### src/rtl/dxt_pkg.sv
// Shared types, constants and palette arithmetic for the DXT block decoder.
package dxt_pkg;

   localparam logic [1:0] MODE_COLOR    = 2'd0;
   localparam logic [1:0] MODE_EXPLICIT = 2'd1;
   localparam logic [1:0] MODE_INTERP   = 2'd2;

   localparam int PIXELS = 16;
   localparam logic [3:0] LAST_PIXEL = 4'(PIXELS - 1);
   localparam logic [7:0] ALPHA_OPAQUE = 8'hff;

   typedef logic [3:0][31:0] color_pal_type;
   typedef logic [7:0][7:0] alpha_pal_type;

   // Exact for x below 768.
   function automatic logic [7:0] div3(input logic [9:0] x);
      logic [19:0] p;
      p = 20'(x) * 20'd683;
      return p[18:11];
   endfunction

   // Exact for x below 1792.
   function automatic logic [7:0] div7(input logic [10:0] x);
      logic [22:0] p;
      p = 23'(x) * 23'd2341;
      return p[21:14];
   endfunction

   // Exact for x below 1280.
   function automatic logic [7:0] div5(input logic [10:0] x);
      logic [21:0] p;
      p = 22'(x) * 22'd1639;
      return p[20:13];
   endfunction

   function automatic logic [31:0] pack_argb(input logic [7:0] a, input logic [7:0] r,
                                             input logic [7:0] g, input logic [7:0] b);
      return {a, r, g, b};
   endfunction

endpackage

### src/rtl/dxt_palette.sv
// Color and alpha palette construction for one held block.
module dxt_palette (
   input  logic [63:0]           color_block,
   input  logic [63:0]           alpha_block,
   output dxt_pkg::color_pal_type color_pal,
   output dxt_pkg::alpha_pal_type alpha_pal
);
   import dxt_pkg::*;

   logic [15:0] c0, c1;
   logic [7:0]  r0, g0, b0, r1, g1, b1;
   logic [7:0]  a0, a1;

   assign c0 = color_block[15:0];
   assign c1 = color_block[31:16];
   assign r0 = {c0[15:11], 3'b000};
   assign g0 = {c0[10:5], 2'b00};
   assign b0 = {c0[4:0], 3'b000};
   assign r1 = {c1[15:11], 3'b000};
   assign g1 = {c1[10:5], 2'b00};
   assign b1 = {c1[4:0], 3'b000};
   assign a0 = alpha_block[7:0];
   assign a1 = alpha_block[15:8];

   always_comb begin
      color_pal[0] = pack_argb(ALPHA_OPAQUE, r0, g0, b0);
      color_pal[1] = pack_argb(ALPHA_OPAQUE, r1, g1, b1);
      if (c0 > c1) begin
         color_pal[2] = pack_argb(ALPHA_OPAQUE,
                                  div3({1'b0, r0, 1'b0} + 10'(r1)),
                                  div3({1'b0, g0, 1'b0} + 10'(g1)),
                                  div3({1'b0, b0, 1'b0} + 10'(b1)));
         color_pal[3] = pack_argb(ALPHA_OPAQUE,
                                  div3(10'(r0) + {1'b0, r1, 1'b0}),
                                  div3(10'(g0) + {1'b0, g1, 1'b0}),
                                  div3(10'(b0) + {1'b0, b1, 1'b0}));
      end else begin
         color_pal[2] = pack_argb(ALPHA_OPAQUE,
                                  8'((9'(r0) + 9'(r1)) >> 1),
                                  8'((9'(g0) + 9'(g1)) >> 1),
                                  8'((9'(b0) + 9'(b1)) >> 1));
         color_pal[3] = '0;
      end
   end

   always_comb begin
      alpha_pal[0] = a0;
      alpha_pal[1] = a1;
      if (a0 > a1) begin
         for (int k = 2; k < 8; k++) begin
            alpha_pal[k] = div7(11'(a0) * 11'(8 - k) + 11'(a1) * 11'(k - 1));
         end
      end else begin
         for (int k = 2; k < 6; k++) begin
            alpha_pal[k] = div5(11'(a0) * 11'(6 - k) + 11'(a1) * 11'(k - 1));
         end
         alpha_pal[6] = 8'd0;
         alpha_pal[7] = 8'd255;
      end
   end

endmodule

### src/rtl/dxt_block_decoder.sv
// Top level of the DXT1/3/5 block decoder: block register, pixel sequencing, result register.
//
//   channel   direction  ports                                    moves
//   request   in         req_valid/ready, color_block, alpha_block one compressed block
//   response  out        rsp_valid/ready, pixel_index, argb, last  one decoded pixel
//   csr       in         csr_wr_en, csr_wr_data                    format mode
//
// The result register emits one pixel per cycle from the held block unless rsp_ready stalls it.
// The next block is taken while the sixteenth pixel moves out, so blocks follow with no gap.
// Reset clears the format mode, the block and result valid flags and the pixel count.
// A stall on rsp_ready holds the result register and the pixel count; requests then wait while a block is held.
module dxt_block_decoder (
   input  logic        clock,
   input  logic        reset,
   input  logic        req_valid,
   output logic        req_ready,
   input  logic [63:0] req_color_block,
   input  logic [63:0] req_alpha_block,
   output logic        rsp_valid,
   input  logic        rsp_ready,
   output logic [3:0]  rsp_pixel_index,
   output logic [31:0] rsp_argb,
   output logic        rsp_last,
   input  logic        csr_wr_en,
   input  logic [1:0]  csr_wr_data
);
   import dxt_pkg::*;

   logic [1:0]    mode_ff;
   logic [1:0]    blk_mode_ff;
   logic [63:0]   color_ff, alpha_ff;
   logic          blk_valid_ff, blk_valid_in;
   logic [3:0]    count_ff, count_in;
   logic          rsp_valid_ff, rsp_valid_in;
   logic [3:0]    rsp_index_ff;
   logic [31:0]   rsp_argb_ff, argb_in;
   logic          rsp_last_ff;
   logic          advance, emit, accept;
   color_pal_type color_pal;
   alpha_pal_type alpha_pal;
   logic [1:0]    color_idx;
   logic [2:0]    alpha_idx;
   logic [3:0]    nibble;

   dxt_palette u_palette (
      .color_block (color_ff),
      .alpha_block (alpha_ff),
      .color_pal   (color_pal),
      .alpha_pal   (alpha_pal)
   );

   assign advance   = !rsp_valid_ff || rsp_ready;
   assign emit      = blk_valid_ff && advance;
   assign req_ready = !blk_valid_ff || (emit && count_ff == LAST_PIXEL);
   assign accept    = req_valid && req_ready;

   assign color_idx = color_ff[32 + 2 * count_ff +: 2];
   assign alpha_idx = alpha_ff[16 + 3 * count_ff +: 3];
   assign nibble    = alpha_ff[4 * count_ff +: 4];

   always_comb begin
      argb_in = color_pal[color_idx];
      case (blk_mode_ff)
         MODE_EXPLICIT: argb_in[31:24] = {nibble, nibble};
         MODE_INTERP:   argb_in[31:24] = alpha_pal[alpha_idx];
         default:       argb_in[31:24] = color_pal[color_idx][31:24];
      endcase
   end

   always_comb begin
      blk_valid_in = blk_valid_ff;
      count_in     = count_ff;
      if (emit) begin
         count_in = count_ff + 4'd1;
         if (count_ff == LAST_PIXEL) begin
            blk_valid_in = 1'b0;
         end
      end
      if (accept) begin
         blk_valid_in = 1'b1;
         count_in     = '0;
      end
      rsp_valid_in = emit ? 1'b1 : (rsp_valid_ff && !rsp_ready);
   end

   always_ff @(posedge clock) begin
      if (reset) begin
         mode_ff      <= MODE_COLOR;
         blk_valid_ff <= 1'b0;
         count_ff     <= '0;
         rsp_valid_ff <= 1'b0;
      end else begin
         if (csr_wr_en) begin
            mode_ff <= csr_wr_data;
         end
         blk_valid_ff <= blk_valid_in;
         count_ff     <= count_in;
         rsp_valid_ff <= rsp_valid_in;
      end
   end

   always_ff @(posedge clock) begin
      if (accept) begin
         color_ff    <= req_color_block;
         alpha_ff    <= req_alpha_block;
         blk_mode_ff <= mode_ff;
      end
      if (emit) begin
         rsp_index_ff <= count_ff;
         rsp_argb_ff  <= argb_in;
         rsp_last_ff  <= (count_ff == LAST_PIXEL);
      end
   end

   assign rsp_valid       = rsp_valid_ff;
   assign rsp_pixel_index = rsp_index_ff;
   assign rsp_argb        = rsp_argb_ff;
   assign rsp_last        = rsp_last_ff;

endmodule
### config.mk
export PLATFORM = sky130hd
export DESIGN_NAME = dxt_block_decoder
export DESIGN_NICKNAME = d
export VERILOG_FILES = /design/src/rtl/dxt_pkg.sv /design/src/rtl/dxt_palette.sv /design/src/rtl/dxt_block_decoder.sv
export SDC_FILE = /design/constraint.sdc
export NUM_CORES = 2
export LEC_CHECK = 0
export BUFFER_PORTS_ARGS = -buffer_cell sky130_fd_sc_hd__buf_2
export CORE_ASPECT_RATIO = 0.75
export CORE_MARGIN = 5
export CORE_UTILIZATION = 30
export DETAILED_ROUTE_END_ITERATION = 10
export GPL_TIMING_DRIVEN = 0
export HOLD_SLACK_MARGIN = 0.12
export SLEW_MARGIN = 25
export SYNTH_ARGS = -nofsm -noshare
export SYNTH_HDL_FRONTEND = slang
export SYNTH_HIERARCHICAL = 1
export SYNTH_SLANG_ARGS = --single-unit
### constraint.sdc
create_clock -name clock -period 13.5 [get_ports clock]
set_input_delay 2.7 -clock clock [delete_from_list [all_inputs] [get_ports clock]]
set_output_delay 2.7 -clock clock [all_outputs]
set_load 0.005 [all_outputs]
# Word-level counts from Yosys, hierarchy flattened
# Index checks and enable logic that the tools add are counted.
dict set report op_classes {
  addsub 22
  multipliers 23
  n_div 0
  order_cmp 4
  n_eq_ne 3
  shifts 3
  mux 11
  bitwise 0
  n_reduce_logical 13
}
# cell count
set op_table {}
lappend op_table {{multiplier 11 x 12 -> 22 bit, second input constant} 6}
lappend op_table {{multiplier 10 x 10 -> 19 bit, second input constant} 6}
lappend op_table {{multiplier 11 x 11 -> 21 bit, second input constant} 4}
lappend op_table {{binary-select mux 32 bit (select 2 bit)} 1}
lappend op_table {{two-way mux 64 bit} 1}
lappend op_table {{variable part select 64 x 7 -> 4 bit} 1}
lappend op_table {{variable part select 64 x 8 -> 2 bit} 1}
lappend op_table {{variable part select 64 x 8 -> 3 bit} 1}
lappend op_table {{two-way mux 48 bit} 1}
lappend op_table {{multiplier 8 x 2 -> 10 bit, second input constant} 4}
lappend op_table {{two-way mux 32 bit} 1}
lappend op_table {{adder 8 x 9 -> 10 bit} 3}
lappend op_table {{adder 9 x 8 -> 10 bit} 3}
lappend op_table {{adder 8 x 8 -> 9 bit} 3}
lappend op_table {{binary-select mux 8 bit (select 3 bit)} 1}
lappend op_table {{adder 10 x 10 -> 11 bit} 2}
lappend op_table {{multiplier 8 x 3 -> 11 bit, second input constant} 2}
lappend op_table {{> comparator 16 bit} 1}
lappend op_table {{case mux 8 bit (2 select lines)} 1}
lappend op_table {{adder 10 x 8 -> 11 bit} 1}
lappend op_table {{adder 10 x 9 -> 11 bit} 1}
lappend op_table {{adder 11 x 8 -> 11 bit} 1}
lappend op_table {{adder 11 x 9 -> 11 bit} 1}
lappend op_table {{adder 8 x 10 -> 11 bit} 1}
lappend op_table {{other kinds (21)} 31}
dict set report totals {
  regBits 175
  latch_bits 0
  ramBits 0
  romBits 0
  in_bits 135
  output_inout_bits 39
  elab_cells 89
  memories 0
}

# Longest topological paths before layout
dict set report depth {
  depth_word 8
  depth_mapped 34
  depth_no_buf 34
}

# Hierarchy
# The synthesis kept the hierarchy.
# module n_inst cells_each area_per_inst_um2
set modules_own_cells {}
lappend modules_own_cells {dxt_palette 1 3351 30890.9}
lappend modules_own_cells {dxt_block_decoder 1 513 8199.1}

# Worst setup path after synthesis
# OpenSTA, ideal clock, no wires.
dict set report synth_timing {
  path_type {register to register}
  from {register alpha_ff[8]}
  to {register rsp_argb_ff[31], in the netlist rsp_argb[31], data pin}
  arrival_time_ns 7.983
  setup_slack_ns 5.359
  stages_incl_launch_ff 33
  path_buffers 0
  cell_sequence {edfxtp_1 > ha_1 > fa_1 > a21o_1 > a21o_1 > a2111oi_0 > nor3_2 > ha_1 > a21o_1 > a31o_2 > a21o_1 > a21o_1 > ha_1 > fa_1 > inv_1 > fa_1 > fa_1 > inv_1 > ha_1 > ha_1 > a211oi_1 > nand2_1 > a31oi_1 > o21bai_1 > o311a_1 > o41ai_2 > o21ai_0 > xnor2_1 > mux2i_1 > mux2i_1 > a22oi_1 > nand4_1 > a22oi_1}
}
# element line
set synth_lines {}
lappend synth_lines {{from (decl)} dxt_block_decoder.sv:31} ;# logic [63:0] color_ff, alpha_ff;
lappend synth_lines {{from (signal assigned)} dxt_block_decoder.sv:105} ;# alpha_ff <= req_alpha_block;
lappend synth_lines {{to (signal assigned)} dxt_block_decoder.sv:110} ;# rsp_argb_ff <= argb_in;
lappend synth_lines {{to (decl)} dxt_block_decoder.sv:36} ;# logic [31:0] rsp_argb_ff, argb_in;

==> impl_metrics.tcl <==
set metrics [dict create \
    htreeDepth 4 \
    postRouteAntennaNets 0 \
    ff2ff_path_depth 33 \
    worstPathRequired_ns 13.82 \
    die_h_um 323 \
    syn_area_mm2 0.0391 \
    rows 114 \
    ys.warnings.count 6 \
    cts.sinks 175 \
    start_util_pct 30.3 \
    timing.slew.headroom_pct 24.4 \
    slew_violations 0 \
    portBuffers 173 \
    vias_per_cell 4.68 \
    async_reset_ff_share_pct 0 \
    end_kind "register" \
    grt_pass1_wl_um 155000 \
    clk_latency_ns 0.50 \
    antenna_found_initial 5 \
    endpoint "rsp_argb[31]" \
    ios 174 \
    synth_cell_types 76 \
    crit_fanout 7 \
    reg2reg_to "rsp_argb[31]" \
    rsz0062_at_grt "no" \
    drt_iter0_markers 1823 \
    ys_seq_elements 175 \
    r2r-start "alpha_ff[8]" \
    dp_hpwl_um 85000 \
    clockBufferDepth 2 \
    yosysSeqAreaShare_pct 13.2 \
    grt_start_max_net_pins 51 \
    cts-resized-gates 0 \
    gp_congestion 0.882 \
    cts.clk_slew.worst_paths_ns 0.07 \
    holdBufCountCts 0 \
    final_cell_mix "ha_1, inv_1, fa_1" \
    syn_inst 3864 \
    fin_tns_setup_ns 0 \
    grt_pass1_vias 27800 \
    arrival_ns 9.94 \
    avgRoutedWirePerCell_um 16.6 \
    core_mm2 0.129 \
    hold_path.class "register to register" \
    status "finished, final reports clean" \
    worst_pin_slew_ns 1.13 \
    cts_buffers 17 \
    fin_nets 5676 \
    dieArea_mm2 0.138 \
    post-route-min-period_ns 9.63 \
    area_growth_syn_to_layout_pct 10.6 \
    grt.total_usage_pct 14.4 \
    synth_area_leaders "ha_1, fa_1, edfxtp_1, inv_1, xnor2_1" \
    synth_edf_count 167 \
    wl_um 97700 \
    crit_start "alpha_ff[8]" \
    maxCapViolations 0 \
    drc_errors 0 \
    cp_slowest_stage_delay_ns 0.59 \
    ff2ff_setup_slack_ns 3.87 \
    hold_violations 0 \
    final.setup.worst_slack_ns 3.87 \
    dpl_worst_slack_ns 3.95 \
    fin_crit_sh_pct 71.3 \
    drive_above_1_share_pct 10.7 \
    grt_remaining_overflow 0 \
    finalSetupViolCount 0 \
    die_w_um 427 \
    yosysTopAreaCell "ha_1" \
    cts_root_buffer "clkbuf_16" \
    cts_setup_buffers 0 \
    place_inst 5832 \
    dr.pass1.iters 5 \
    max_freq_mhz 104 \
    final_common_cell "ha_1" \
    finalClockSkew_ns 0.0154 \
    cts_tree "yes" \
    num_vias 27400 \
    cpMaxStageDelayCell "edfxtp_1" \
    final_cells 5870 \
    synth_top_cell_area_share_pct 35.3 \
    synth_flop_cell "edfxtp_1" \
    worstSetupPathType "register to register" \
    avgSynthCellArea_um2 10.1 \
    start_kind "register" \
]
==> synth_stat cells (23+ instances only) <==
library cell / count
a21o_1: 72
a21oi_1: 185
buf_4: 103
clkbuf_1: 23
edfxtp_1: 167
fa_1: 321
ha_1: 1104
inv_1: 650
mux2_2: 31
mux2i_1: 79
mux4_2: 39
nand2_1: 99
nand3_1: 32
nor2_1: 202
nor2b_1: 30
nor3_1: 42
o21a_1: 28
o21ai_0: 88
o21bai_1: 40
xnor2_1: 180
xor2_1: 81
==> stage by stage <==
stage | area (um2) | util [%] | hold WS [ns]
2_1_floorplan | 39200 | - | 0.403
3_3_place_gp | 42300 | 32.7 | 0.457
3_5_place_dp | 42600 | 33.0 | 0.468
4_1_cts | 43200 | 33.4 | 0.473
5_1_grt | 43200 | 33.5 | 0.488
6_report | 43200 | 33.5 | 0.472
==> layout make-up <==
| class | instances | area (um2) |
|---|---|---|
| multi-input combinational | 2933 | 30600 |
| timing repair buffer | 195 | 1240 |
| sequential | 175 | 5170 |
| tap | 1740 | 2180 |
| fill | 13200 | 85900 |
| clock buffer | 19 | 433 |
| buffer | 144 | 988 |
| inverter | 650 | 2440 |
| clock inverter | 12 | 125 |
| antenna | 2 | 5.00 |
==> kinds of logic after synthesis <==
| family | synth area share (%) |
|---|---|
| fa+ha+maj | 51.8 |
| buf+inv | 8.76 |
| compound gates | 9.10 |
| simple gates | 6.04 |
| xor+xnor | 5.85 |
| flops | 13.2 |
| mux | 5.22 |
| other cells | 0.0192 |
==> worst min-delay path by stage <==
stage                 from                  to  slack [ns]  depth (start not counted)
2_1_floorplan  count_ff[2]  rsp_pixel_index[2]        0.40                          0
3_3_place_gp   count_ff[1]  rsp_pixel_index[1]        0.46                          0
3_5_place_dp   count_ff[1]  rsp_pixel_index[1]        0.47                          0
4_1_cts        count_ff[1]  rsp_pixel_index[1]        0.47                          0
5_1_grt        count_ff[1]  rsp_pixel_index[1]        0.49                          0
6_report       count_ff[1]  rsp_pixel_index[1]        0.47                          0
==> metal layers <==
metal	up-vias	track usage [%]	share of wire, %
met5	-	0	0
met4	0	3.65	2.1
met3	69	2.32	5.3
met2	578	21.3	42
met1	13100	21.6	51
li1	13800	-	-
==> worst max-delay path, delay by kind of cell (launching register included) <==
kind	cells	cell delay, ns
simple gates	3	0.52
buf+inv	3	0.36
fa+ha+maj	9	3.53
compound gates	15	4.01
xor+xnor	1	0.17
mux	2	0.26
flops	1	0.59
==> registers in the layout, indices dropped and copies added, names as in the netlist <==
name	flops
rsp_pixel_index	4
alpha_ff	64
blk_mode_ff	2
rsp_argb	32
rsp_last	1
mode_ff	2
count_ff	4
color_ff	64
blk_valid_ff	1
rsp_valid	1
Power is not shown: default switching activity piles up to over one toggle a cycle in this logic, so the estimate is an artifact.
